==> src/hdl/lsw_pkg.sv <==
// Shared types, constants and register codes for the line segment window clipper.
package lsw_pkg;

	localparam int CW          = 16;          // coordinate width
	localparam int PW          = 2 * CW + 2;  // cross-product width
	localparam int DATA_W      = 32;
	localparam int ADDR_W      = 4;
	localparam int INTERP_LAT  = CW + 2;      // multiply, CW divide steps, round
	localparam int QUEUE_DEPTH = 4;

	// register indexes (paddr[3:2])
	localparam logic [1:0] REG_X_MIN = 2'd0;
	localparam logic [1:0] REG_Y_MIN = 2'd1;
	localparam logic [1:0] REG_X_MAX = 2'd2;
	localparam logic [1:0] REG_Y_MAX = 2'd3;

	// edge kinds found by the classifier
	localparam logic [1:0] EK_SKIP  = 2'd0;   // parallel, inside
	localparam logic [1:0] EK_REJ   = 2'd1;   // parallel, outside
	localparam logic [1:0] EK_ENTER = 2'd2;   // p < 0, bounds u1
	localparam logic [1:0] EK_EXIT  = 2'd3;   // p > 0, bounds u2

	typedef logic signed [CW-1:0] coord_t;
	typedef logic signed [PW-1:0] prod_t;

	localparam coord_t WIN_X_MIN_RST = CW'(100);
	localparam coord_t WIN_Y_MIN_RST = CW'(100);
	localparam coord_t WIN_X_MAX_RST = CW'(400);
	localparam coord_t WIN_Y_MAX_RST = CW'(350);

	typedef struct packed {
		logic signed [CW-1:0] start_x;
		logic signed [CW-1:0] start_y;
		logic signed [CW-1:0] end_x;
		logic signed [CW-1:0] end_y;
	} seg_t;

	typedef struct packed {
		logic                 visible;
		logic signed [CW-1:0] clipped_start_x;
		logic signed [CW-1:0] clipped_start_y;
		logic signed [CW-1:0] clipped_end_x;
		logic signed [CW-1:0] clipped_end_y;
	} clip_t;

	typedef struct packed {
		coord_t x_min;
		coord_t y_min;
		coord_t x_max;
		coord_t y_max;
	} win_t;

	typedef struct packed {
		logic [1:0]         kind;
		logic signed [CW:0] tn;   // candidate numerator
		logic [CW-1:0]      td;   // candidate denominator, > 0 when used
	} edge_t;

	// queue entry: one classified item
	typedef struct packed {
		coord_t             x0;
		coord_t             y0;
		logic signed [CW:0] dx;
		logic signed [CW:0] dy;
		edge_t [3:0]        edges;  // edges[0] is processed next
	} work_t;

	// item state while it walks the edge stages
	typedef struct packed {
		coord_t             x0;
		coord_t             y0;
		logic signed [CW:0] dx;
		logic signed [CW:0] dy;
		edge_t [3:0]        edges;
		logic [CW-1:0]      n1;
		logic [CW-1:0]      d1;
		logic [CW-1:0]      n2;
		logic [CW-1:0]      d2;
		logic               rej;
	} trk_t;

endpackage

==> src/hdl/lsw_front.sv <==
// Front end: forms p and q for the four window edges and classifies each edge.
module lsw_front (
	input  lsw_pkg::seg_t  seg,
	input  lsw_pkg::win_t  win,
	output lsw_pkg::work_t work
);
	import lsw_pkg::*;

	function automatic edge_t classify(input logic signed [CW:0] p, input logic signed [CW:0] q);
		edge_t e;
		logic signed [CW:0] np;
		np = -p;
		e.kind = EK_SKIP;
		e.tn   = q;
		e.td   = p[CW-1:0];
		if (p == '0) begin
			e.kind = q[CW] ? EK_REJ : EK_SKIP;
		end else if (p[CW]) begin
			e.kind = EK_ENTER;
			e.tn   = -q;
			e.td   = np[CW-1:0];
		end else begin
			e.kind = EK_EXIT;
		end
		return e;
	endfunction

	logic signed [CW:0] x0, y0, x1, y1, dx, dy;
	logic signed [CW:0] xmin, ymin, xmax, ymax;

	always_comb begin
		x0   = {seg.start_x[CW-1], seg.start_x};
		y0   = {seg.start_y[CW-1], seg.start_y};
		x1   = {seg.end_x[CW-1], seg.end_x};
		y1   = {seg.end_y[CW-1], seg.end_y};
		xmin = {win.x_min[CW-1], win.x_min};
		ymin = {win.y_min[CW-1], win.y_min};
		xmax = {win.x_max[CW-1], win.x_max};
		ymax = {win.y_max[CW-1], win.y_max};
		dx   = x1 - x0;
		dy   = y1 - y0;
		work.x0       = seg.start_x;
		work.y0       = seg.start_y;
		work.dx       = dx;
		work.dy       = dy;
		// order: left, right, bottom, top
		work.edges[0] = classify(-dx, x0 - xmin);
		work.edges[1] = classify(dx, xmax - x0);
		work.edges[2] = classify(-dy, y0 - ymin);
		work.edges[3] = classify(dy, ymax - y0);
	end

endmodule

==> config.mk <==
export PLATFORM = sky130hd
export DESIGN_NAME = lsw_front
export DESIGN_NICKNAME = d
export VERILOG_FILES = /design/src/hdl/lsw_pkg.sv /design/src/hdl/lsw_front.sv
export SDC_FILE = /design/constraint.sdc
export NUM_CORES = 1
export LEC_CHECK = 0
export ABC_AREA = 1
export BUFFER_PORTS_ARGS = -buffer_cell sky130_fd_sc_hd__buf_2
export CAP_MARGIN = 15
export CORE_MARGIN = 5
export CORE_UTILIZATION = 30
export DETAILED_ROUTE_END_ITERATION = 8
export GPL_TIMING_DRIVEN = 0
export PLACE_DENSITY = 0.53
export SYNTH_ARGS = -nofsm -noshare
export SYNTH_HDL_FRONTEND = slang
export SYNTH_SLANG_ARGS = --single-unit
==> constraint.sdc <==
create_clock -name vclk -period 6.52
set_clock_uncertainty 0.2 [all_clocks]
set_input_delay 1.304 -clock vclk [all_inputs]
set_output_delay 1.304 -clock vclk [all_outputs]
set_load 0.05 [all_outputs]
## Yosys cells after proc, flatten, opt, wreduce, memory -nomap -nowiden

Cells that the tools add are included.

| cells by class | value |
|---|---|
| shift-type cells | 0 |
| reductions and logical operators | 4 |
| magnitude comparators | 0 |
| add/subtract/negate cells | 14 |
| mux-type cells | 20 |
| multipliers | 0 |
| div/mod/pow operators | 0 |
| bitwise operators | 0 |
| equality and inequality tests | 0 |

Operators by type and width:

| operator | number |
|---|---|
| 2-to-1 mux 33 bit | 8 |
| negation 17 bit | 6 |
| subtractor 16 x 16 -> 17 bit | 6 |
| zero test 17 bit | 4 |
| negation 16 bit | 2 |
| 2-to-1 mux 1 bit | 8 |
| 2-to-1 mux 2 bit | 4 |

| storage, ports and cells | value |
|---|---|
| word-level logic and storage cells | 38 |
| memory bits (writable) | 0 |
| register bits | 0 |
| latch bits | 0 |
| memories | 0 |
| input bits | 128 |
| memory bits (read-only) | 0 |

## Longest topological paths before layout

| depth | value |
|---|---|
| depth after elaboration | 5 |
| depth in mapped cells | 24 |

## Worst setup path before layout

OpenSTA, ideal clock, no wires.

| path | value |
|---|---|
| path type | input to output |
| start | in seg[0] (netlist name) |
| end | out work[101] (netlist name) |
| data arrival time | 5.350 ns |
| stages | 20 |
| data required time | 5.016 ns |
| slack | -0.334 ns |
| path through | inv_1 ha_1 inv_2 fa_1 inv_1 ha_1 inv_1 nor2_2 nand2_1 nor2_1 nand2_1 nor2_2 nand2_1 inv_2 nand2_1 nor4_1 ha_1 clkbuf_1 buf_1 o21ai_0 |

RTL lines:

| item | line | text |
|---|---|---|
| start, declared | lsw_front.sv:3 | `input lsw_pkg::seg_t seg,` |
| end, declared | lsw_front.sv:5 | `output lsw_pkg::work_t work` |

==> metrics <==
ratio of cells with drive above 1 in the final layout=23.44%; drt total wl=approximately 41000 microns; Finished Layout Cells=2737; unrepaired setup endpoints after global routing=yes; initial antenna violation count=8; TNS Setup=0 ps; gr busiest metal=met2; Syn-to-layout area delta=24.61%; core area=33530 sq um; Synth top area share=23.46%; FILL cells=3873; CTS Hold Buffers Added=0; total power=3.062 mW; Overflow after GRT=0; MaxCap Viol Count=0; DR DRC count=0; dpl ws=-599.4 ps; nature of the critical path startpoint=input port; Die Span X=194.5 microns; Starting Density=30.44%; Synth area leaders=nand2_1, ha_1, inv_1; Worst EP required=5020 ps; DR WL/cell=15.15 microns; post-synthesis mux area share=0%; clkbuf count=0; First-pass DRT Iterations=6; Seq/Total Area, Yosys=0%; critical path class=input port to primary output; largest net degree at the start of global routing=11; cells after synthesis=1951; Worst Hold Class=input port to primary output; hold_ws=~2900 ps; Port Buf Inserts=334; GRT Total Usage=20.25%; Synth Net Count=between 2k and 2.5k; synth unique cells=46; num ports=334; Synth Cell Area=10210 sq um; GPL Wtd Cong=approximately 0.92; vias per cell=4.783; M3 GR Usage=approximately 2.5%; Finished Cell Area=12720 sq um; CP Max Fanout=10; syn avg cell area=5.232 sq um; YS warnings=0; Final Critical Period=6309 ps; GRT met2 Usage=36.17%; Max Slew Vio Count=0; f_max=about 160 MHz; fraction of the mapped netlist area in compound gates=around a tenth; num rows=67; XOR/XNOR Fraction of Synth Area=10.26%; maximum VDD drop=0.0002389 V; placed instance count=2733; Storage cell area=0 sq um; die area=around 38000 sq um; worst setup path endpoint=work[97]; Power per Cell Area=240.7 nW/um^2; GRT met1 Usage=26.90%; FF+latch count=0; initial DRC count=770; Hold Fails Final Rpt=0; most frequent cell after synthesis=nand2_1; largest family of logic cells by synthesized area=simple AND/OR/NAND/NOR gates; Vias=around 13k; Placed Area=12500 sq um; final worst-path cycle share=96.76%; final worst slack=210.9 ps; outcome=finished, final reports clean; synth cell count leaders=nand2_1, inv_1, nand3_1, nor2_1, ha_1; vias in the first global route=12.15k; remaining antenna violation count after routing=0; area leader, netlist=nand2_1; Adder-Cell Fraction of Synth Area=13.92%; Final Core Density=37.94%; Layout Nets=between 2k and 3k; Final Setup Violations=0; Slew HR=between 50% and 60%; arrival time worst endpoint=around 4800 ps; crit path from=seg[32]; worst-margin pin slew=653.2 ps; DP HPWL=36980 microns; critical path endpoint category=primary output; first-pass GRT wire length=63910 microns; Post-Synth Simple-Gate Area=49.50%; Lkg Pwr=7.579 nW; Die Ht=194.5 microns
layout make-up:
class / instances / area (sq um) / area share, %
diodes: 2 / 5.005 / 0.03934
plain buffers: 53 / 402.9 / 3.167
inverters: 342 / 1292 / 10.16
well taps: 448 / 560.5 / 4.406
multi-input cells: 1555 / 8680 / 68.23
repair buffers: 337 / 1780 / 14.00
repair_timing:
action,CTS,global route
gates resized for setup,32,56
pin swaps,0,2
buffers inserted,1,2
setup endpoints to repair,54,88
hold endpoints to repair,0,0
critical path: stages:
cell      delay [ps]
clkbuf_4         160
ha_1             200
inv_2            100
fa_2             480
inv_2             80
ha_2             180
inv_1             60
nor2_4           150
nand2_1           90
nor2_2           100
nand2_2           80
nor2_2           100
nand2_1           90
inv_2             90
nand2_1           80
nor4_2           280
ha_2             380
buf_4            220
nand2_1           90
xor2_1           210
buf_4            240
power breakdown:
part           internal, mW  switching, mW     total, mW  leakage (nW)
Sequential                0              0             0             0
Combinational         0.770           2.29          3.06          7.58
Clock          0.0000000410              0  0.0000000410     0.0000127
Total                 0.770           2.29          3.06          7.58
worst min-delay path by stage:
stage               startpoint         to  slack [ps]  cells after the start
finish                 seg[43]  work[185]        2850                      3
global route           seg[43]  work[185]        2860                      3
CTS                    seg[43]  work[185]        2860                      3
detailed placement     seg[43]  work[185]        2860                      3
global placement       seg[43]  work[185]        2860                      3
floorplan              seg[32]  work[174]        2580                      1
per-layer routing:
layer | up-vias | wire [microns]
met2 | 389 | 19630
met3 | 41 | 2278
li1 | 6793 | -
met4 | 10 | 584
met1 | 5857 | 18900
met5 | - | 56
cells in the final DEF (no fill, tap or decap), types with 3 or more instances in the layout:
cell      netlist  final
nand3b_1       19     19
nor2_1        156    154
nand2_4         3      3
xor2_2          4      9
fa_1            6      5
clkbuf_1       10      3
xnor2_2         0      4
clkbuf_4        0      8
inv_1         327    322
nand3_1       161    161
nand2_2        44     45
nand2_1       638    637
nor2_2         25     25
buf_4          37     61
nand3_2        18     18
a21oi_1        83     82
xnor2_1        33     29
o21ai_0        76     67
xor2_1         76     71
a21oi_2         4      5
o21ai_1         6     15
nor3_1         15     15
buf_6           2      7
ha_1          104    101
or2_2           4      4
a21o_1          5      5
o21bai_1        6      6
nand4_1        41     41
inv_2          14     16
a31oi_1         3      3
nor2_4          6      8
buf_2           3    307
cell families (layout without fill, tap and decap cells):
logic type / count (synthesis) / in the layout
buffers and inverters: 396 / 732
AND/OR/NAND/NOR: 1138 / 1138
adder cells (fa/ha/maj): 110 / 110
AO/OA/AOI/OAI: 193 / 193
other: 0 / 2
XOR/XNOR: 114 / 114
Power figures use the tool's default switching activity.
