==> config.mk <==
export PLATFORM = sky130hd
export DESIGN_NAME = lsw_edge
export DESIGN_NICKNAME = d
export VERILOG_FILES = /design/src/hdl/lsw_pkg.sv /design/src/hdl/lsw_edge.sv
export SDC_FILE = /design/constraint.sdc
export NUM_CORES = 2
export LEC_CHECK = 0
export BUFFER_PORTS_ARGS = -buffer_cell sky130_fd_sc_hd__buf_2
export CELL_PAD_IN_SITES_DETAIL_PLACEMENT = 0
export CELL_PAD_IN_SITES_GLOBAL_PLACEMENT = 1
export CORE_MARGIN = 2
export CORE_UTILIZATION = 45
export CTS_CLUSTER_DIAMETER = 60
export DETAILED_ROUTE_END_ITERATION = 7
export GPL_ROUTABILITY_DRIVEN = 0
export GPL_TIMING_DRIVEN = 0
export PLACE_DENSITY_LB_ADDON = 0.05
export SLEW_MARGIN = 5
export SYNTH_ARGS = -nofsm -noshare
export SYNTH_HDL_FRONTEND = slang
export SYNTH_SLANG_ARGS = --single-unit
==> constraint.sdc <==
create_clock -name clk -period 2.6 [get_ports clk]
set_input_delay 0.52 -clock clk [delete_from_list [all_inputs] [get_ports clk]]
set_output_delay 0.52 -clock clk [all_outputs]
set_load 0.1 [all_outputs]
==> src/hdl/lsw_pkg.sv <==
// Shared types, constants and register codes for the line segment window clipper.
package lsw_pkg;

	localparam int CW          = 16;          // coordinate width
	localparam int PW          = 2 * CW + 2;  // cross-product width
	localparam int DATA_W      = 32;
	localparam int ADDR_W      = 4;
	localparam int INTERP_LAT  = CW + 2;      // multiply, CW divide steps, round
	localparam int QUEUE_DEPTH = 4;

	// register indexes (paddr[3:2])
	localparam logic [1:0] REG_X_MIN = 2'd0;
	localparam logic [1:0] REG_Y_MIN = 2'd1;
	localparam logic [1:0] REG_X_MAX = 2'd2;
	localparam logic [1:0] REG_Y_MAX = 2'd3;

	// edge kinds found by the classifier
	localparam logic [1:0] EK_SKIP  = 2'd0;   // parallel, inside
	localparam logic [1:0] EK_REJ   = 2'd1;   // parallel, outside
	localparam logic [1:0] EK_ENTER = 2'd2;   // p < 0, bounds u1
	localparam logic [1:0] EK_EXIT  = 2'd3;   // p > 0, bounds u2

	typedef logic signed [CW-1:0] coord_t;
	typedef logic signed [PW-1:0] prod_t;

	localparam coord_t WIN_X_MIN_RST = CW'(100);
	localparam coord_t WIN_Y_MIN_RST = CW'(100);
	localparam coord_t WIN_X_MAX_RST = CW'(400);
	localparam coord_t WIN_Y_MAX_RST = CW'(350);

	typedef struct packed {
		logic signed [CW-1:0] start_x;
		logic signed [CW-1:0] start_y;
		logic signed [CW-1:0] end_x;
		logic signed [CW-1:0] end_y;
	} seg_t;

	typedef struct packed {
		logic                 visible;
		logic signed [CW-1:0] clipped_start_x;
		logic signed [CW-1:0] clipped_start_y;
		logic signed [CW-1:0] clipped_end_x;
		logic signed [CW-1:0] clipped_end_y;
	} clip_t;

	typedef struct packed {
		coord_t x_min;
		coord_t y_min;
		coord_t x_max;
		coord_t y_max;
	} win_t;

	typedef struct packed {
		logic [1:0]         kind;
		logic signed [CW:0] tn;   // candidate numerator
		logic [CW-1:0]      td;   // candidate denominator, > 0 when used
	} edge_t;

	// queue entry: one classified item
	typedef struct packed {
		coord_t             x0;
		coord_t             y0;
		logic signed [CW:0] dx;
		logic signed [CW:0] dy;
		edge_t [3:0]        edges;  // edges[0] is processed next
	} work_t;

	// item state while it walks the edge stages
	typedef struct packed {
		coord_t             x0;
		coord_t             y0;
		logic signed [CW:0] dx;
		logic signed [CW:0] dy;
		edge_t [3:0]        edges;
		logic [CW-1:0]      n1;
		logic [CW-1:0]      d1;
		logic [CW-1:0]      n2;
		logic [CW-1:0]      d2;
		logic               rej;
	} trk_t;

endpackage

==> src/hdl/lsw_edge.sv <==
// One edge step: cross-products in the first stage, reject and narrow in the second.
module lsw_edge (
	input  logic          clk,
	input  logic          arst_n,
	input  logic          adv,
	input  logic          in_vld,
	input  lsw_pkg::trk_t in_trk,
	output logic          out_vld,
	output lsw_pkg::trk_t out_trk
);
	import lsw_pkg::*;

	edge_t e;
	prod_t tn_w, td_w, n1_w, d1_w, n2_w, d2_w;
	logic  vld_s1, vld_s2;
	trk_t  trk_s1, trk_s2, nxt;
	prod_t a1_s1, b1_s1, a2_s1, b2_s1;

	always_comb begin
		e    = in_trk.edges[0];
		tn_w = prod_t'(e.tn);
		td_w = prod_t'({1'b0, e.td});
		n1_w = prod_t'({1'b0, in_trk.n1});
		d1_w = prod_t'({1'b0, in_trk.d1});
		n2_w = prod_t'({1'b0, in_trk.n2});
		d2_w = prod_t'({1'b0, in_trk.d2});
	end

	always_ff @(posedge clk) begin
		if (adv) begin
			trk_s1 <= in_trk;
			a1_s1  <= tn_w * d1_w;   // tn/td vs n1/d1
			b1_s1  <= n1_w * td_w;
			a2_s1  <= tn_w * d2_w;   // tn/td vs n2/d2
			b2_s1  <= n2_w * td_w;
		end
	end

	always_comb begin
		nxt       = trk_s1;
		nxt.edges = {edge_t'('0), trk_s1.edges[3:1]};
		unique case (trk_s1.edges[0].kind)
			EK_SKIP: begin
			end
			EK_REJ: begin
				nxt.rej = 1'b1;
			end
			EK_ENTER: begin
				if (a2_s1 > b2_s1) begin
					nxt.rej = 1'b1;
				end
				if (a1_s1 > b1_s1) begin
					nxt.n1 = trk_s1.edges[0].tn[CW-1:0];
					nxt.d1 = trk_s1.edges[0].td;
				end
			end
			EK_EXIT: begin
				if (a1_s1 < b1_s1) begin
					nxt.rej = 1'b1;
				end
				if (a2_s1 < b2_s1) begin
					nxt.n2 = trk_s1.edges[0].tn[CW-1:0];
					nxt.d2 = trk_s1.edges[0].td;
				end
			end
			default: begin
			end
		endcase
	end

	always_ff @(posedge clk) begin
		if (adv) begin
			trk_s2 <= nxt;
		end
	end

	always_ff @(posedge clk or negedge arst_n) begin
		if (!arst_n) begin
			vld_s1 <= 1'b0;
			vld_s2 <= 1'b0;
		end else if (adv) begin
			vld_s1 <= in_vld;
			vld_s2 <= vld_s1;
		end
	end

	assign out_vld = vld_s2;
	assign out_trk = trk_s2;

endmodule

* After elaboration in Yosys (flattened, before gate mapping)
Index checks and enable logic that the tools add are counted.
** Cells by class
- Multiply operators :: 4
- Magnitude comparators :: 4
- Equal/unequal tests :: 3
- Mux-type cells :: 7
** Operators by type and width (count)
- $mux 32 :: 4
- $gt 34x34->1 :: 2
- $lt 34x34->1 :: 2
- $mul 17x17->34 :: 2
- $mul 16x16->32 :: 2
- $eq 2x2->1 const B :: 2
- $pmux 1 s3 :: 1
- $eq 2x1->1 const B :: 1
- $mux 1 :: 2
** Storage, ports and cells
- Register bits after elaboration :: 644
- Input bits :: 275
- Logic and storage cells :: 63

* Longest topological paths before layout
- Word-level depth :: 3
- Gate-level depth with buffers :: 25

* Worst setup path before layout
OpenSTA, ideal clock, no wires.
- Kind :: input port to flip-flop
- Start :: input port in_trk[97] (netlist bit)
- End :: register a1_s1[33], data pin
- Library setup time :: 0.135 ns
- Data arrival time :: 6.262 ns
- Data required time :: 2.465 ns
- Path slack :: -3.797 ns
- Stages on the path :: 21
- Buffers on the path :: 2
- Path through :: clkbuf_1 clkbuf_1 nand2_1 fa_1 fa_1 inv_1 fa_1 fa_1 fa_1 inv_1 fa_1 inv_1 ha_1 a21o_1 a211o_1 o22a_1 o21a_1 a41oi_1 o21ai_1 or4_1 nand3_1
** On the way
- Cells in the longest elaborated chain, start to end :: 1
** RTL lines
- start, declared :: line lsw_edge.sv:7 : input lsw_pkg::trk_t in_trk,
- $mul 17x17->34 :: line lsw_edge.sv:32 : a1_s1 <= tn_w * d1_w;
- end signal, assigned :: line lsw_edge.sv:32
- end, declared :: line lsw_edge.sv:17 : prod_t a1_s1, b1_s1, a2_s1, b2_s1;
No other way between the ends.
A chain may end at the register's enable or synchronous reset.

* Worst setup path in the final report
- Start :: input port in_trk[60] (netlist bit)
- End :: register b1_s1[31], data pin
** On the way
- Cells in the longest elaborated chain, start to end :: 1
** RTL lines
- $mul 16x16->32 :: line lsw_edge.sv:33 : b1_s1 <= n1_w * td_w;
- end signal, assigned :: line lsw_edge.sv:33
- end, declared :: line lsw_edge.sv:17
No other way between the ends.

==> impl_metrics.ini <==
[logic_synthesis]
synth_top_flop_cell = edfxtp_1
yosys-top-cells-area = edfxtp_1 (32%), fa_1 (32%), ha_1 (9.4%), inv_1 (7.8%), and2_1 (4.8%)
yosysTopAreaCell = edfxtp_1
synth_area_mm2 = 0.05961
netlist-cell-type-count = 74
synthCells = 5285
synth_top_area_share_pct = 32.14
yosys_warnings = 0
synth-async-reset-ratio_pct = 0.3125
synth_area_per_cell_um2 = 11.28
ys_ff_latch = 640
seq_area_frac_synth_pct = 32.22
synth.most_common_cell = inv_1
yosys-top-cells-count = inv_1 (1235), fa_1 (946), edfxtp_1 (638), nand2_1 (636), and2_1 (458)
synth_edf_count = 638

[critical_path]
worstPathRequired_ns = 3.03
worst_path_most_repeated_cell = fa_1
reg2reg_depth = 12
crit_path_start_kind = primary input
crit_arrival_ns = 6.30
cp-end-kind = register
path_cells = buf_4, clkbuf_16, nand2_1, fa_1, fa_2, fa_1, inv_1, fa_1, fa_1, inv_1, fa_1, inv_1, ha_4, a21o_2, a221o_1, or4_4, a21oi_4, o21ai_4, a31o_1, a211oi_2, o2bb2ai_2, xnor2_1
worst-path-buf-inv = 5
cp.depth = 22
critical_path_class = in -> reg
cpLargestDelayFamily = adder cells
crit_slowest_cell = fa_1
path_max_fanout = 10
max_stage_delay_ns = 0.60

[clock_network]
clkSinkCount = 640
h-tree-depth = 3
cts_buffer_depth = 3
clock_latency_ns = 0.71
cts-buffers-inserted = 80
clkTransAtPathRegs_ns = 0.06
cts_tree = built
root_buffer = clkbuf_16

[floorplan]
start_util_pct = 45.35
ioPinCount = 547
die_y_um = 368.0
fp.dieW_um = 368.0
dieArea_mm2 = 0.1354
rows = 133
core_mm2 = 0.1315

[global_routing]
antenna_found_initial = 18
grt_usage_pct = 27.52
grt_pass1_vias = 43440
grt_pass1_wl_um = 273700
grt_max_degree = 126
grt_overflow = 0

[sta]
fin_worst_skew_ns = 0.05633
rsz0062_at_grt = true
fmax_mhz = 170.4
max_slew_margin_pct = 47.34
layout_setup_ws_ns = -3.269
finalCritPeriodShare_pct = 225.7
hold_ws_ns = 0.06195
finalCriticalPeriod_ns = 5.869
setup_violations = 179
worst_slew_pin_slew_ns = 0.7898
finalHoldViolCount = 0
drv_slew = 0

[detailed_routing]
route.detailed.drc = 0
wire_per_inst_um = 22.64
drtAntennaViolNets = 0
drt_iter0_markers = 2367
dr.pass1.iters = 7
via_per_inst = 5.010
wl_um = 185400
num_vias = 41020

[cells_and_area]
syn_to_final_growth_pct = 31.43
stdcell_count = 8188
fin_nets = 8026
fin_area_mm2 = 0.07835
num-fill-cells = 11190
drive_above_1_share_pct = 28.14

[status]
failed_checks = setup timing
status = finished, violations left

[placement]
pre_cts_ws_ns = -4.911
place_hpwl_um = 143300
place.port_buffers = 511
placedInstanceArea_mm2 = 0.06702
placed_cells = 7590

[flow_run]
cap_viol_max_count = 0

[min_path]
whs_path_depth = 1
hold_class = in -> reg
-- worst reg2reg max path, stage by stage, from the launching register on --
cell,delay [ns]
edfxtp_1,0.42
ha_4,0.23
a21o_1,0.15
a21o_1,0.16
a221oi_2,0.26
o21ai_2,0.08
a221oi_2,0.32
o211ai_1,0.14
o21ai_2,0.20
and3_4,0.22
buf_12,0.17
buf_12,0.19
mux2_4,0.36
-- flip-flops by register name, indices dropped and copies added (netlist names) --
name / cells
nxt: 171
out_vld: 1
out_trk: 236
b2_s1: 32
a2_s1: 34
trk_s1: 99
b1_s1: 32
vld_s1: 1
a1_s1: 34
-- metrics by stage --
step | utilization [%] | TNS [ns]
after floorplan | - | -281.36
after global placement | 50.87 | -6165.09
after detailed placement | 50.98 | -521.83
after CTS | 57.55 | -311.72
after global routing | 59.59 | -308.11
final | 59.60 | -287.17
-- area by class of cell --
type | count | area (µm²) | area share (%)
Clock inverter | 62 | 661.9 | 0.8448
Buffer | 211 | 3625 | 4.626
Multi-Input combinational cell | 3223 | 38070 | 48.59
Sequential cell | 640 | 19210 | 24.52
Tap cell | 1755 | 2196 | 2.803
Antenna cell | 7 | 17.52 | 0.02236
Timing Repair Buffer | 968 | 7880 | 10.06
Inverter | 1235 | 4642 | 5.925
Clock buffer | 87 | 2049 | 2.616
-- routing by layer --
layer | track usage [%] | part of all wire, %
met3 | 5.038 | 6.7
met2 | 45.53 | 48
met5 | 0 | 0.020
met1 | 36.19 | 41
met4 | 10.19 | 3.7
-- cells by family after synthesis --
logic type	after synthesis	share of synthesized area, %
buffers and inverters	1456	9.415
adders and majority gates	1392	41.13
and+or+nand+nor	1271	10.42
DFF	640	32.22
AOI/OAI and AO/OA	334	3.721
xor gates and xnor gates	124	1.822
muxes	67	1.263
other	1	0.006290
-- final timing paths --
check,startpoint,endpoint,slack [ns]
max,in_trk[60],b1_s1[31]$_DFFE_PP_,-3.27
min,in_trk[4],trk_s1[4]$_DFFE_PP_,0.06
max reg2reg,a2_s1[3]$_DFFE_PP_,out_trk[16]$_DFFE_PP_,-0.58
min reg2reg,nxt[85]$_DFFE_PP_,out_trk[85]$_DFFE_PP_,0.39
max in group asynchronous,arst_n,out_vld$_DFFE_PN0P_,2.33
min in group asynchronous,arst_n,vld_s1$_DFFE_PN0P_,0.18
-- what timing repair did --
| action | 4_1_cts | 5_1_grt |
|---|---|---|
| cloned | 2 | 9 |
| endpoints found under the setup margin | 181 | 181 |
| pin swaps | 211 | 225 |
| buffers inserted | 140 | 133 |
| endpoints found under the hold margin | 181 | 0 |
| hold buffers | 180 | 0 |
| gates resized for setup | 628 | 451 |
-- placed cells by master, fill, tap and decap left out, types with 37 or more instances in the layout --
cell type / synthesis / final
clkbuf_16: 0 / 174
and2_1: 458 / 384
a21o_1: 66 / 66
fa_2: 0 / 67
edfxtp_1: 638 / 638
buf_8: 0 / 37
buf_12: 0 / 50
and2_4: 0 / 74
ha_1: 446 / 350
ha_4: 0 / 85
dlygate4sd3_1: 0 / 180
buf_6: 0 / 71
nand2_1: 636 / 585
buf_4: 38 / 249
fa_1: 946 / 879
inv_2: 0 / 109
nor2_1: 57 / 39
mux2_4: 0 / 56
a21oi_2: 2 / 47
buf_2: 4 / 427
inv_1: 1235 / 1124
xnor2_1: 96 / 80
clkbuf_8: 0 / 39
Power is not shown: default switching activity piles up to over one toggle a cycle in this logic, so the estimate is an artifact.
