===== config.mk =====
export PLATFORM = sky130hd
export DESIGN_NAME = lsw_queue
export DESIGN_NICKNAME = d
export VERILOG_FILES = /design/src/hdl/lsw_pkg.sv /design/src/hdl/lsw_queue.sv
export SDC_FILE = /design/constraint.sdc
export NUM_CORES = 1
export LEC_CHECK = 0
export ABC_AREA = 0
export CAP_MARGIN = 30
export CORE_MARGIN = 1
export CORE_UTILIZATION = 60
export CTS_BUF_LIST = sky130_fd_sc_hd__clkbuf_4 sky130_fd_sc_hd__clkbuf_8 sky130_fd_sc_hd__clkbuf_16
export DETAILED_ROUTE_END_ITERATION = 8
export DONT_BUFFER_PORTS = 1
export GPL_TIMING_DRIVEN = 0
export HOLD_SLACK_MARGIN = 0.06
export PLACE_DENSITY = 0.76
export RECOVER_POWER = 50
export SLEW_MARGIN = 15
export SYNTH_ARGS = -nofsm -noshare
export SYNTH_HDL_FRONTEND = slang
export SYNTH_SLANG_ARGS = --single-unit
export TNS_END_PERCENT = 10

===== constraint.sdc =====
create_clock -name clk -period 12.1 [get_ports clk]
set_input_delay 0.605 -clock clk [delete_from_list [all_inputs] [get_ports clk]]
set_output_delay 0.605 -clock clk [all_outputs]
set_load 0.1 [all_outputs]

===== src/hdl/lsw_pkg.sv =====
// Shared types, constants and register codes for the line segment window clipper.
package lsw_pkg;

	localparam int CW          = 16;          // coordinate width
	localparam int PW          = 2 * CW + 2;  // cross-product width
	localparam int DATA_W      = 32;
	localparam int ADDR_W      = 4;
	localparam int INTERP_LAT  = CW + 2;      // multiply, CW divide steps, round
	localparam int QUEUE_DEPTH = 4;

	// register indexes (paddr[3:2])
	localparam logic [1:0] REG_X_MIN = 2'd0;
	localparam logic [1:0] REG_Y_MIN = 2'd1;
	localparam logic [1:0] REG_X_MAX = 2'd2;
	localparam logic [1:0] REG_Y_MAX = 2'd3;

	// edge kinds found by the classifier
	localparam logic [1:0] EK_SKIP  = 2'd0;   // parallel, inside
	localparam logic [1:0] EK_REJ   = 2'd1;   // parallel, outside
	localparam logic [1:0] EK_ENTER = 2'd2;   // p < 0, bounds u1
	localparam logic [1:0] EK_EXIT  = 2'd3;   // p > 0, bounds u2

	typedef logic signed [CW-1:0] coord_t;
	typedef logic signed [PW-1:0] prod_t;

	localparam coord_t WIN_X_MIN_RST = CW'(100);
	localparam coord_t WIN_Y_MIN_RST = CW'(100);
	localparam coord_t WIN_X_MAX_RST = CW'(400);
	localparam coord_t WIN_Y_MAX_RST = CW'(350);

	typedef struct packed {
		logic signed [CW-1:0] start_x;
		logic signed [CW-1:0] start_y;
		logic signed [CW-1:0] end_x;
		logic signed [CW-1:0] end_y;
	} seg_t;

	typedef struct packed {
		logic                 visible;
		logic signed [CW-1:0] clipped_start_x;
		logic signed [CW-1:0] clipped_start_y;
		logic signed [CW-1:0] clipped_end_x;
		logic signed [CW-1:0] clipped_end_y;
	} clip_t;

	typedef struct packed {
		coord_t x_min;
		coord_t y_min;
		coord_t x_max;
		coord_t y_max;
	} win_t;

	typedef struct packed {
		logic [1:0]         kind;
		logic signed [CW:0] tn;   // candidate numerator
		logic [CW-1:0]      td;   // candidate denominator, > 0 when used
	} edge_t;

	// queue entry: one classified item
	typedef struct packed {
		coord_t             x0;
		coord_t             y0;
		logic signed [CW:0] dx;
		logic signed [CW:0] dy;
		edge_t [3:0]        edges;  // edges[0] is processed next
	} work_t;

	// item state while it walks the edge stages
	typedef struct packed {
		coord_t             x0;
		coord_t             y0;
		logic signed [CW:0] dx;
		logic signed [CW:0] dy;
		edge_t [3:0]        edges;
		logic [CW-1:0]      n1;
		logic [CW-1:0]      d1;
		logic [CW-1:0]      n2;
		logic [CW-1:0]      d2;
		logic               rej;
	} trk_t;

endpackage


===== src/hdl/lsw_queue.sv =====
// Short item queue between the classifier and the clipping pipeline.
module lsw_queue #(
	parameter int DEPTH = lsw_pkg::QUEUE_DEPTH
) (
	input  logic           clk,
	input  logic           arst_n,
	input  logic           push,
	input  lsw_pkg::work_t din,
	input  logic           pop,
	output lsw_pkg::work_t dout,
	output logic           full,
	output logic           empty
);
	import lsw_pkg::*;

	localparam int AW = (DEPTH > 1) ? $clog2(DEPTH) : 1;
	localparam int CNW = $clog2(DEPTH + 1);

	work_t            mem_q [DEPTH];
	logic [AW-1:0]    wr_ptr_q, rd_ptr_q;
	logic [CNW-1:0]   cnt_q;
	logic             do_push, do_pop;

	assign full    = (cnt_q == CNW'(DEPTH));
	assign empty   = (cnt_q == '0);
	assign do_push = push && !full;
	assign do_pop  = pop && !empty;
	assign dout    = mem_q[rd_ptr_q];

	always_ff @(posedge clk) begin
		if (do_push) begin
			mem_q[wr_ptr_q] <= din;
		end
	end

	always_ff @(posedge clk or negedge arst_n) begin
		if (!arst_n) begin
			wr_ptr_q <= '0;
			rd_ptr_q <= '0;
			cnt_q    <= '0;
		end else begin
			if (do_push) begin
				wr_ptr_q <= (wr_ptr_q == AW'(DEPTH - 1)) ? '0 : wr_ptr_q + 1'b1;
			end
			if (do_pop) begin
				rd_ptr_q <= (rd_ptr_q == AW'(DEPTH - 1)) ? '0 : rd_ptr_q + 1'b1;
			end
			if (do_push && !do_pop) begin
				cnt_q <= cnt_q + 1'b1;
			end else if (do_pop && !do_push) begin
				cnt_q <= cnt_q - 1'b1;
			end
		end
	end

endmodule


=== Word-level counts from Yosys, hierarchy flattened ===
Memories as Yosys holds them, arrays and structs flattened.
Cells that the tools add are included.

* Bits in registers: 7
* RAM bits: 824
* Word-level logic and storage cells: 27
* Memories: 1

* $add $sub $neg: 4
* Eq/ne operators: 3
* Muxes and demuxes: 6
* Reductions and logical operators: 10

{| class="wikitable"
|+ Memories
! name !! depth !! bits a word !! rd ports !! clocked after memory_dff !! write ports !! line !! text
|-
| mem_q || 4 || 206 || 1 || 0 || 1 || lsw_queue.sv:19 || <nowiki>work_t mem_q [DEPTH];</nowiki>
|}

{| class="wikitable"
|+ Operators with widths
! operator !! count
|-
| $mux 3 || 2
|-
| $add 2x1->2 const B || 2
|-
| $eq 2x2->1 const B || 2
|-
| $logic_and 1x1->1 || 4
|-
| $logic_not 1->1 || 4
|-
| $mux 2 || 2
|-
| $add 3x1->3 const B || 1
|-
| $eq 3x3->1 const B || 1
|-
| $logic_not 3->1 || 1
|-
| $sub 3x1->3 const B || 1
|-
| $mux 1 || 2
|-
| $reduce_bool 2->1 || 1
|}

=== Logic depth before layout (Yosys ltp) ===
* Word-level depth: 7
* Gate-level depth with buffers: 8
* Gate-level depth less buffers: 8

=== Worst setup path before layout ===
No wires, ideal clock.

* Path type: flip-flop to flip-flop
* Start: register cnt_q[2]
* End: memory mem_q[3][0] in the netlist's numbering (enable)
* Setup time: 0.781 ns
* Arrival time: 9.374 ns
* Slack: 1.945 ns
* Cell stages (with the launch flop): 3
* Period minus slack after synthesis: 10.155 ns
* Cells stage by stage: dfrtp_1 -> nor3b_2 -> nor2_1

* Cells in the longest elaborated chain, start to end: 5

{| class="wikitable"
|+ RTL lines
! item !! line !! text
|-
| start: declaration || lsw_queue.sv:21 || <nowiki>logic [CNW-1:0] cnt_q;</nowiki>
|-
| start signal: assignment || lsw_queue.sv:49 || <nowiki>cnt_q <= cnt_q + 1'b1;</nowiki>
|-
| start signal: assignment || lsw_queue.sv:51 || <nowiki>cnt_q <= cnt_q - 1'b1;</nowiki>
|-
| $eq 3x3->1 || lsw_queue.sv:24 || <nowiki>assign full = (cnt_q == CNW'(DEPTH));</nowiki>
|-
| via full || lsw_queue.sv:11 || <nowiki>output logic full,</nowiki>
|-
| $logic_not 1->1 || lsw_queue.sv:26 || <nowiki>assign do_push = push && !full;</nowiki>
|-
| $logic_and 1x1->1 || lsw_queue.sv:26 ||
|-
| $mux 1 || lsw_queue.sv:31 || <nowiki>if (do_push) begin</nowiki>
|-
| $mux 1 (not written as such) || lsw_queue.sv:32 || <nowiki>mem_q[wr_ptr_q] <= din;</nowiki>
|-
| end: declaration || lsw_queue.sv:19 ||
|}

The timed path passes the listed nets, and every way through them passes these cells.

=== Worst setup path after layout ===
* Start: register cnt_q[2]
* End: memory mem_q[3][145] in the netlist's numbering (enable)

* Cells in the longest elaborated chain, start to end: 5

{| class="wikitable"
|+ RTL lines
! item !! line
|-
| $eq 3x3->1 || lsw_queue.sv:24
|-
| $logic_not 1->1 || lsw_queue.sv:26
|-
| $logic_and 1x1->1 || lsw_queue.sv:26
|-
| $mux 1 || lsw_queue.sv:31
|-
| $mux 1 (not written as such) || lsw_queue.sv:32
|}

No other way between the ends.

==> metrics.md <==
| Metric | Value |
|---|---|
| Port buffer count | 0 |
| Pre-CTS WS | 9.255 ns |
| Critical-path cell list | nor3b_1, nor2_1, clkbuf_1, clkbuf_1, buf_16, buf_12 |
| Largest family of logic cells by synthesized area | multiplexers |
| Post-synth top area share | 0.8212 |
| CP delay by family, top | buffers and inverters |
| Area leader, netlist | edfxtp_1 |
| Largest net degree at the start of global routing | 50 |
| Clock Skews | 0.02173 ns |
| Slowest Stage Delay on Critical Path | 1.27 ns |
| # IOs | 418 |
| Worst path required time | 12.40 ns |
| Die area | 51120 um2 |
| Setup violations, final | 0 |
| Routed Antenna Nets | 0 |
| Mapped Area | 30130 um2 |
| Dpl hpwl | 38.14 mm |
| # rows | 81 |
| Layout cell share with drive strength beyond 1 | 0.2688 |
| Syn Nets | between 1k and 1.5k |
| Clock buffer count from CTS | 80 |
| Mux cell area share after synthesis | 0.1555 |
| Cells after synthesis | 1113 |
| All-Layer GR Usage | 0.2853 |
| GPL Wtd Cong | roughly 0.72 |
| Maximum fanout along the worst path | 23 |
| TritonCTS clock tree | done |
| First-pass GRT wire length | 101.4 mm |
| Final WL | 71.39 mm |
| Clock Sinks | 831 |
| Seq cells post-synth | 831 |
| R2R setup slack | 7.68 ns |
| Drt drc | 0 |
| Post-synth EDFFs | 824 |
| Yosys cell types | 22 |
| Initial cell density of the core | 0.6118 |
| Synth top cells by count | edfxtp_1, mux4_2, buf_2 |
| Core area | slightly below 50000 um2 |
| Crit path buffers/inverters | 4 |
| Clk buf depth | 3 |
| Fin crit share | 0.3653 |
| Chip height | 226.1 um |
| Synth top area cells | edfxtp_1, mux4_2, dfrtp_1, buf_6, buf_2 |
| Worst path arrival time | 4.72 ns |
| Most used cell, CP | clkbuf_1 |
| Worst skew pair latency | roughly 0.62 ns |
| Hold-fix buffers at CTS | 204 |
| Main flop type after synthesis | edfxtp_1 |
| Final Max Tran Viols | 68 |
| Post_cts resized | 0 |
| CTS HTree Levels | 3 |
| TritonRoute pass-1 iters | 4 |
| WL/cell | 33.13 um |
| Grt met1 use | 0.3405 |
| Worst-path clk slew | around 0.06 ns |
| Root buf cell | clkbuf_16 |
| Final #Nets | between 1.5k and 2k |
| CP max stage cell | clkbuf_1 |
| Top-count cell post-synth | edfxtp_1 |
| Post-synthesis sequential area ratio | 0.8270 |
| Routing usage on met3 | 0.08626 |
| Ys Warns | 0 |
| Met2 GRT Util | 0.4964 |
| Worst slew pin tran | 1.671 ns |
| Slew headroom | -0.1139 |
| Worst hold path type | primary input to register |
| Final hold violations | 0 |
| Initial antenna violation count | 3 |
| Grt total ovfl | 0 |
| Final WS setup | 7.680 ns |
| Area growth, synth to finish | 19.88% |
| Simple-gate share of the synthesized area | 0.002076 |
| Width of the die | 226.1 um |
| Violated checks | capacitance limit, slew limit |
| Vias in the first global route | 14.56k |
| Avg Inst Size Synth | 27.07 um2 |
| RSZ-0062 raised after global routing | no |
| Setup Buffers After CTS | 0 |
| Outcome | finished, violations left |
| Max cap viols | 3 |
| Crit Path Class | register to register |
| DR iter-0 viols | 1372 |
| Crit start category | register |
| Fmax | 226.2 MHz |
| Synth Area in Adders | 0.003156 |
| Final min period | 4.420 ns |
| Synth Area in Compound Gates | 0.0004983 |
| Critical Path End Type | register |
| Vias per inst | between 6 and 7 |
| Async set-reset flop share out of synthesis | 0.008424 |
| Synth Area in XOR/XNOR | 0.0008720 |
| Layer with the highest usage | met2 |
| Via count | 13.76k |
[worst paths after layout]
path,cells after the start,to,startpoint
max in group asynchronous,1,cnt_q[1],arst_n
max reg2reg,6,mem_q[3][145],cnt_q[2]
min,0,mem_q[2][150],din[150]
min reg2reg,1,wr_ptr_q[1],wr_ptr_q[1]
max,6,mem_q[3][145],cnt_q[2]
min in group asynchronous,1,cnt_q[2],arst_n
[metrics by stage]
| stage | TNS [ns] | hold slack, ns | instance area, um2 | utilization | std cells |
|---|---|---|---|---|---|
| after CTS | 0 | 0.06000 | 36220 | 0.7355 | 2152 |
| after global placement | -962.58 | 0.3098 | 30960 | 0.6286 | 1777 |
| after floorplan | 0 | 0.3094 | 30130 | - | 1113 |
| after detailed placement | 0 | 0.3099 | 31610 | 0.6417 | 1803 |
| after global routing | 0 | 0.06041 | 36120 | 0.7334 | 2155 |
| final | 0 | 0.09360 | 36120 | 0.7334 | 2155 |
[worst register-to-register path, cell delays in order (launching register included)]
cell and delay (ns):
dfrtp_1 0.46, nor3b_1 0.27, nor2_1 0.75, clkbuf_1 0.83
clkbuf_1 1.28, buf_16 0.28, buf_12 0.20
[state kept, by name, indices dropped and copies added, names as in the netlist]
register  cells
mem_q       824
cnt_q         3
rd_ptr_q      2
wr_ptr_q      2
[layout make-up]
| cell class | count | area (um2) |
|---|---|---|
| antenna | 3 | 7.507 |
| fill | 2557 | 13130 |
| multi-input combinational | 233 | 4891 |
| sequential | 831 | 24920 |
| tap | 664 | 830.8 |
| timing repair buffer | 230 | 2571 |
| clock inverter | 39 | 290.3 |
| clock buffer | 106 | 2285 |
| inverter | 3 | 11.26 |
| buffer | 46 | 317.8 |
[logic make-up after synthesis]
kind of cell | count (synthesis)
compound gates | 2
xor+xnor | 3
fa+ha+maj | 7
buf+inv | 49
flops | 831
mux | 210
simple gates | 11
[metal layers]
metal  share of wire  routed length (um)  vias up
met5               0                   0        -
met4           0.029                2103        0
met3            0.10                7153      128
met2            0.53               38170      881
met1            0.34               23970     7269
li1                -                   -     5486
[layout by cell type (no fill, tap or decap), types with 4 or more instances in the layout]
| cell | instances |
|---|---|
| edfxtp_1 | 824 |
| mux4_2 | 206 |
| dlygate4sd3_1 | 204 |
| clkbuf_16 | 85 |
| buf_2 | 23 |
| clkbuf_4 | 21 |
| clkinv_1 | 19 |
| buf_6 | 15 |
| buf_16 | 12 |
| clkinv_2 | 10 |
| clkbuf_1 | 9 |
| buf_12 | 9 |
| dfrtp_1 | 7 |
| ha_1 | 6 |
| mux2_2 | 4 |
| bufinv_16 | 4 |
Power is not shown: default switching activity piles up to over one toggle a cycle in this logic, so the estimate is an artifact.
