**src/hdl/lsw_pkg.sv**
```systemverilog
// Shared types, constants and register codes for the line segment window clipper.
package lsw_pkg;

	localparam int CW          = 16;          // coordinate width
	localparam int PW          = 2 * CW + 2;  // cross-product width
	localparam int DATA_W      = 32;
	localparam int ADDR_W      = 4;
	localparam int INTERP_LAT  = CW + 2;      // multiply, CW divide steps, round
	localparam int QUEUE_DEPTH = 4;

	// register indexes (paddr[3:2])
	localparam logic [1:0] REG_X_MIN = 2'd0;
	localparam logic [1:0] REG_Y_MIN = 2'd1;
	localparam logic [1:0] REG_X_MAX = 2'd2;
	localparam logic [1:0] REG_Y_MAX = 2'd3;

	// edge kinds found by the classifier
	localparam logic [1:0] EK_SKIP  = 2'd0;   // parallel, inside
	localparam logic [1:0] EK_REJ   = 2'd1;   // parallel, outside
	localparam logic [1:0] EK_ENTER = 2'd2;   // p < 0, bounds u1
	localparam logic [1:0] EK_EXIT  = 2'd3;   // p > 0, bounds u2

	typedef logic signed [CW-1:0] coord_t;
	typedef logic signed [PW-1:0] prod_t;

	localparam coord_t WIN_X_MIN_RST = CW'(100);
	localparam coord_t WIN_Y_MIN_RST = CW'(100);
	localparam coord_t WIN_X_MAX_RST = CW'(400);
	localparam coord_t WIN_Y_MAX_RST = CW'(350);

	typedef struct packed {
		logic signed [CW-1:0] start_x;
		logic signed [CW-1:0] start_y;
		logic signed [CW-1:0] end_x;
		logic signed [CW-1:0] end_y;
	} seg_t;

	typedef struct packed {
		logic                 visible;
		logic signed [CW-1:0] clipped_start_x;
		logic signed [CW-1:0] clipped_start_y;
		logic signed [CW-1:0] clipped_end_x;
		logic signed [CW-1:0] clipped_end_y;
	} clip_t;

	typedef struct packed {
		coord_t x_min;
		coord_t y_min;
		coord_t x_max;
		coord_t y_max;
	} win_t;

	typedef struct packed {
		logic [1:0]         kind;
		logic signed [CW:0] tn;   // candidate numerator
		logic [CW-1:0]      td;   // candidate denominator, > 0 when used
	} edge_t;

	// queue entry: one classified item
	typedef struct packed {
		coord_t             x0;
		coord_t             y0;
		logic signed [CW:0] dx;
		logic signed [CW:0] dy;
		edge_t [3:0]        edges;  // edges[0] is processed next
	} work_t;

	// item state while it walks the edge stages
	typedef struct packed {
		coord_t             x0;
		coord_t             y0;
		logic signed [CW:0] dx;
		logic signed [CW:0] dy;
		edge_t [3:0]        edges;
		logic [CW-1:0]      n1;
		logic [CW-1:0]      d1;
		logic [CW-1:0]      n2;
		logic [CW-1:0]      d2;
		logic               rej;
	} trk_t;

endpackage

```
**src/hdl/lsw_interp.sv**
```systemverilog
// Endpoint interpolation: base + n*delta/d, restoring divide one bit a stage, round half away.
module lsw_interp (
	input  logic                         clk,
	input  logic                         adv,
	input  lsw_pkg::coord_t              base,
	input  logic signed [lsw_pkg::CW:0]  delta,
	input  logic [lsw_pkg::CW-1:0]       n,
	input  logic [lsw_pkg::CW-1:0]       d,
	output lsw_pkg::coord_t              res
);
	import lsw_pkg::*;

	typedef struct packed {
		logic [2*CW-1:0] num;
		logic [CW-1:0]   d;
		coord_t          base;
		logic            neg;
	} mul_t;

	typedef struct packed {
		logic [CW-1:0] rem;
		logic [CW-1:0] lo;
		logic [CW-1:0] quo;
		logic [CW-1:0] d;
		coord_t        base;
		logic          neg;
	} div_t;

	function automatic div_t div_step(input div_t x);
		logic [CW:0] t;
		logic        ge;
		div_t        y;
		t     = {x.rem, x.lo[CW-1]};
		ge    = (t >= {1'b0, x.d});
		y     = x;
		y.rem = ge ? CW'(t - {1'b0, x.d}) : t[CW-1:0];
		y.lo  = {x.lo[CW-2:0], 1'b0};
		y.quo = {x.quo[CW-2:0], ge};
		return y;
	endfunction

	function automatic coord_t round_out(input div_t x);
		logic signed [CW+1:0] qv, v, v2;
		logic [CW-1:0]        r;
		logic [CW:0]          r2;
		logic                 up;
		if (!x.neg) begin
			qv = {2'b00, x.quo};
			r  = x.rem;
		end else if (x.rem == '0) begin
			qv = -{2'b00, x.quo};
			r  = '0;
		end else begin
			qv = -{2'b00, x.quo} - 1'b1;
			r  = x.d - x.rem;
		end
		v  = {{2{x.base[CW-1]}}, x.base} + qv;
		r2 = {r, 1'b0};
		up = (r2 > {1'b0, x.d}) || ((r2 == {1'b0, x.d}) && !v[CW+1]);
		v2 = v + {{(CW+1){1'b0}}, up};
		return v2[CW-1:0];
	endfunction

	logic [CW:0] mag_w;
	mul_t        mul_s1;
	div_t        div_in [CW];
	div_t        div_s  [CW];
	coord_t      res_s;

	assign mag_w = delta[CW] ? -delta : delta;

	always_ff @(posedge clk) begin
		if (adv) begin
			mul_s1.num  <= {{CW{1'b0}}, n} * {{CW{1'b0}}, mag_w[CW-1:0]};
			mul_s1.d    <= d;
			mul_s1.base <= base;
			mul_s1.neg  <= delta[CW];
		end
	end

	// numerator < d * 2^CW, so the upper half starts below d
	always_comb begin
		div_in[0].rem  = mul_s1.num[2*CW-1:CW];
		div_in[0].lo   = mul_s1.num[CW-1:0];
		div_in[0].quo  = '0;
		div_in[0].d    = mul_s1.d;
		div_in[0].base = mul_s1.base;
		div_in[0].neg  = mul_s1.neg;
		for (int k = 1; k < CW; k++) begin
			div_in[k] = div_s[k-1];
		end
	end

	for (genvar k = 0; k < CW; k++) begin : g_div
		always_ff @(posedge clk) begin
			if (adv) begin
				div_s[k] <= div_step(div_in[k]);
			end
		end
	end

	always_ff @(posedge clk) begin
		if (adv) begin
			res_s <= round_out(div_s[CW-1]);
		end
	end

	assign res = res_s;

endmodule

```
**config.mk**
```make
export PLATFORM = sky130hd
export DESIGN_NAME = lsw_interp
export DESIGN_NICKNAME = d
export VERILOG_FILES = /design/src/hdl/lsw_pkg.sv /design/src/hdl/lsw_interp.sv
export SDC_FILE = /design/constraint.sdc
export NUM_CORES = 2
export LEC_CHECK = 0
export CELL_PAD_IN_SITES_DETAIL_PLACEMENT = 0
export CELL_PAD_IN_SITES_GLOBAL_PLACEMENT = 1
export CORE_UTILIZATION = 30
export CTS_CLUSTER_SIZE = 8
export DETAILED_ROUTE_END_ITERATION = 12
export DONT_BUFFER_PORTS = 1
export PLACE_DENSITY = 0.49
export SETUP_SLACK_MARGIN = 0.15
export SLEW_MARGIN = 20
export SYNTH_ARGS = -nofsm -noshare
export SYNTH_HDL_FRONTEND = slang
export SYNTH_SLANG_ARGS = --single-unit
export TNS_END_PERCENT = 30
```
**constraint.sdc**
```tcl
create_clock -name clk -period 9.55 [get_ports clk]
set_input_delay 1.4325 -clock clk [delete_from_list [all_inputs] [get_ports clk]]
set_output_delay 1.4325 -clock clk [all_outputs]
set_load 0.05 [all_outputs]
```
Word level (Yosys, flattened, before mapping)

Memories as Yosys holds them, arrays and structs flattened.
Cells that the tools add are included.

Logic and storage cells: 76
Memory bits (writable): 1280
Memories: 1
Input port bits: 67
Flip-flop bits (word level): 81

Equal/unequal tests: 1
Multiply operators: 1
Reduce and logical (&&, ||, !) cells: 4
Mux-type cells: 25
Order comparisons: 17
$add $sub $neg: 22

Memory list:

| memory | depth | bits a word | read ports | clocked after Yosys merged registers in | wr ports | RTL line         | RTL |
|---|---|---|---|---|---|---|---|
| div_s  | 16    | 80          | 16         | 0                                       | 16       | lsw_interp.sv:67 | `div_t div_s [CW];` |

Operators by type and width:

| kind                  | count |
|---|---|
| $mux 16               | 20 |
| $ge 17x16->1          | 16 |
| $sub 16x16->16        | 17 |
| $mux 18               | 3 |
| $mul 16x16->32        | 1 |
| $add 18x18->18        | 1 |
| $neg 16->18           | 1 |
| $sub 18x1->18 const B | 1 |
| $eq 17x16->1          | 1 |
| $gt 17x16->1          | 1 |
| $add 16x1->16         | 1 |
| $logic_not 16->1      | 1 |
| $neg 16->16           | 1 |
| $mux 1                | 2 |
| $logic_and 1x1->1     | 1 |
| $logic_not 1->1       | 1 |
| $logic_or 1x1->1      | 1 |

Depth between registers and ports, before layout

An unclocked memory read counts as a cell.

Depth after elaboration: 11
Depth in mapped cells: 31
Gate-level depth less buffers: 29

Worst setup path after synthesis

No wires, ideal clock.

Path type: input -> register
Start point: input delta[3] (netlist bit)
End point: register mul_s1, in the netlist div_in[1295] (data pin)
Stages on the path: 26
Data required time: 9.290 ns
Path buffers: 1
Path slack: 0.627 ns
Arrival: 8.663 ns
Setup time: 0.260 ns
Path through: or4_1 -> or3_1 -> nand2b_1 -> o21ai_0 -> xnor2_1 -> clkbuf_1 -> nand2_1 -> fa_1 -> inv_1 -> fa_1 -> fa_1 -> fa_1 -> fa_1 -> inv_1 -> fa_1 -> inv_1 -> ha_1 -> a21oi_1 -> a21oi_1 -> a2111oi_0 -> a31oi_1 -> a31o_2 -> a31oi_1 -> o311ai_0 -> a21oi_1 -> xnor2_1

Longest elaborated chain between the ends: 3

RTL lines:

| what             | RTL line         | RTL |
|---|---|---|
| from (decl)      | lsw_interp.sv:6  | `input logic signed [lsw_pkg::CW:0] delta,` |
| $neg 16->16      | lsw_interp.sv:70 | `assign mag_w = delta[CW] ? -delta : delta;` |
| $mux 16 *        | lsw_interp.sv:70 |  |
| $mul 16x16->32 * | lsw_interp.sv:74 | `mul_s1.num <= {{CW{1'b0}}, n} * {{CW{1'b0}}, mag_w[CW-1:0]};` |
| to (decl)        | lsw_interp.sv:65 | `mul_t mul_s1;` |

Mark *: on every way between the ends. The rest lies on a longest branch, timed or not.
A chain may end at the register's enable or synchronous reset.

Worst setup path in the final report

Ends and elaborated chain as after synthesis.

==> out/metrics.cfg <==
[outcome]
status=complete, no violations

[logic_synthesis]
synthXorXnorAreaFrac_pct=3.82
ys_seq_area_share_pct=55.8
synth_top_family_by_area=adder cells
synth_edf_count=1121
synthCells=4732
synth-simple-area-share_pct=8.56
ys_dominant_reg_cell=edfxtp_1
synth_compound_area_share_pct=8.30
synth-seq-cells=1121
synthesis.nets=5422
yosys.area_share.adder_pct=15.6
synth.distinct_cells=68
async_flop_share_pct=0
syn_avg_cell_area_um2=12.8
netlist_area_um2=60400
yosysWarnings=0
synth_mux_area_share_pct=3.60

[floorplanning]
rows=164
fp.dieW_um=451
io_pins=83
core_um2=200000
die_h_um=451
die_area_um2=203000
start_util_pct=30.2

[worst_hold_path]
hold_path_class=register to register

[worst_setup_path]
critPathCaptureType=register
reg2reg_depth=27
slowest_stage=fa_1
criticalPathCategory=primary input to register
crit_required_ns=10.07
crit_family=adder cells
worst-path-buf-inv=5
critPathArrivalTime_ns=9.03
crit_start=delta[3]
path_common_cell=fa_1
reg2reg_from=div_s[1][593]
ff2ff_setup_slack_ns=2.72
max_stage_delay_ns=0.57
cp.depth=27
r2r_end=res[12]
startpoint_type=primary input
cp_max_fo=10
cp-endpoint=div_in[1295]

[sta]
finalSetupTns_ns=0
hold_viol=0
fin_crit_sh_pct=89.1
finalSetupViolCount=0
worstMarginPinSlew_ns=1.04
max_freq_ghz=0.118
clock_skew_ns=0.0413
slew_viol_final=0
fin_crit_ns=8.51
relSlewSlack_pct=30.4
grt_setup_unrepaired=no

[clock_network]
clkTransAtPathRegs_ns=0.05
ctsResizeCount=0
postCtsSetupRepairBufs=0
tritoncts=built
cts-hold-fix-buffers=0
cts_buffer_depth=3
insertion_delay_ns=0.79
cts_root_buf=clkbuf_16
cts_sinks=1121
cts_buffers=160
cts_max_level=4

[global_routing]
antenna_found_initial=3
grt_start_max_net_pins=218
grt_first_pass_wirelength_um=201000
overflow=0
grt.total_usage_pct=12.5
grt_pass1_vias=36200

[layout]
fill_cells=19700
drive_gt1_share_pct=8.85
area_growth_pct=13.3
nNetsFinal=5559
regArea_um2=33700
multiInputGateArea_um2=24100
mostFrequentLayoutCells=1121 x edfxtp_1, 635 x inv_1, 411 x ha_1
layout_commonest_cell=edfxtp_1
final_util_pct=34.2

[routing]
drt-initial-drc-count=1838
firstDrtPassIters=4
vias=34700
drc_errors=0
drt_wl_total_um=126000
viasPerCell=4.59
postRouteAntennaNets=0
wl_per_cell_um=16.7

[run]
maxCapViolations=0

[place]
dp_hpwl_um=91400
globalplace.congestion=0.786
port_buffers=0

[pwr]
power_density_nw_per_um2=364
vdd_drop_max_v=0.000376
p_leak_uw=0.0270

cell families (layout without fill, tap and decap cells):
group	count (synthesis)	in the layout
flops	1121	1121
simple gates	1047	1047
compound gates	778	778
buf+inv	704	866
fa+ha+maj	623	623
xor+xnor	263	263
mux	196	196
other cells	0	1
per-stage QoR:
step                      hold WS, ns  cells  worst slack (ns)  total power (uW)  area (um2)
after global routing            0.395   7551             0.611             27100       68400
after floorplan                 0.400   4732             0.627             16900       60400
after CTS                       0.388   7548              1.10             25500       68300
final                           0.395   7551              1.04             24900       68400
after detailed placement        0.405   7361             0.275             20100       63900
after global placement          0.400   7358             0.357             20100       63800
worst min path at each step:
| stage | start | to | slack (ns) | cells past startpoint |
|---|---|---|---|---|
| after floorplan | div_in[1215] | div_s[0][0] | 0.40 | 0 |
| after global routing | div_s[0][495] | div_s[0][575] | 0.39 | 0 |
| after CTS | div_s[0][493] | div_s[0][573] | 0.39 | 0 |
| after detailed placement | div_in[1226] | div_s[0][11] | 0.40 | 0 |
| final | div_s[0][493] | div_s[0][573] | 0.40 | 0 |
| after global placement | div_s[1][13] | div_s[1][93] | 0.40 | 0 |
flip-flops by register name, summed over array words and instances (netlist names):
register  count
res          16
div_in       65
div_s      1040
per-layer routing:
layer  GRT usage (%)  vias up  part of all wire [%]  wire length [um]
met5               0        -                     0                 0
met1            14.8    16900                    43             54100
met3            2.44      205                   3.3              4170
met4            3.64        0                   2.3              2910
met2            22.6      388                    52             65300
li1                -    17200                     -                 -
final cells by class:
cell class	count	area share, %
clock buffer	167	5.92
clock inverter	20	0.549
sequential	1121	49.2
inverter	635	3.48
multi-input combinational	2907	35.2
antenna	1	0.00366
tap	2656	4.86
timing repair buffer	44	0.746
worst register-to-register path, cell delays in order (launching register included):
cell	delay, ns
edfxtp_1	0.52
inv_1	0.13
ha_1	0.26
nand2b_1	0.21
nor3_4	0.39
xnor2_1	0.11
o31a_1	0.26
or3_1	0.44
mux2i_1	0.14
o211ai_1	0.11
o211ai_1	0.13
xnor2_1	0.19
ha_1	0.37
nand2_1	0.08
a211oi_1	0.18
nand2_1	0.13
a31oi_1	0.26
a31o_2	0.21
xor2_1	0.34
nor4bb_1	0.11
o21ai_1	0.26
ha_1	0.23
ha_1	0.19
and2_1	0.16
nand4_1	0.17
nor4b_1	0.59
and4_1	0.29
xor2_1	0.08
power breakdown:
part	internal (uW)	switching, uW
Combinational	5450	6560
Sequential	7180	609
Clock	3030	2090
synth_stat cells (21+ instances only):
| cell | count | area [um2] |
|---|---|---|
| nand4_1 | 51 | 319 |
| nor4_1 | 29 | 181 |
| clkbuf_1 | 61 | 229 |
| a21o_1 | 72 | 541 |
| nor2b_1 | 60 | 375 |
| a211oi_1 | 22 | 165 |
| a21oi_1 | 190 | 951 |
| mux2_2 | 168 | 1890 |
| xor2_1 | 80 | 701 |
| a21boi_0 | 21 | 158 |
| and2_1 | 134 | 838 |
| nor3_1 | 86 | 430 |
| xnor2_1 | 183 | 1600 |
| nand2_1 | 267 | 1000 |
| o31ai_1 | 22 | 165 |
| nand3_1 | 62 | 310 |
| a31oi_1 | 37 | 231 |
| and3_1 | 21 | 131 |
| edfxtp_1 | 1121 | 33700 |
| o31a_1 | 23 | 201 |
| or3_1 | 22 | 138 |
| nand2b_1 | 36 | 225 |
| mux2i_1 | 28 | 280 |
| inv_1 | 635 | 2380 |
| nor2_1 | 241 | 905 |
| o21a_1 | 72 | 541 |
| o21ai_0 | 171 | 856 |
| fa_1 | 212 | 4240 |
| ha_1 | 411 | 5140 |
No activity file was read; power rests on OpenSTA's default activity.
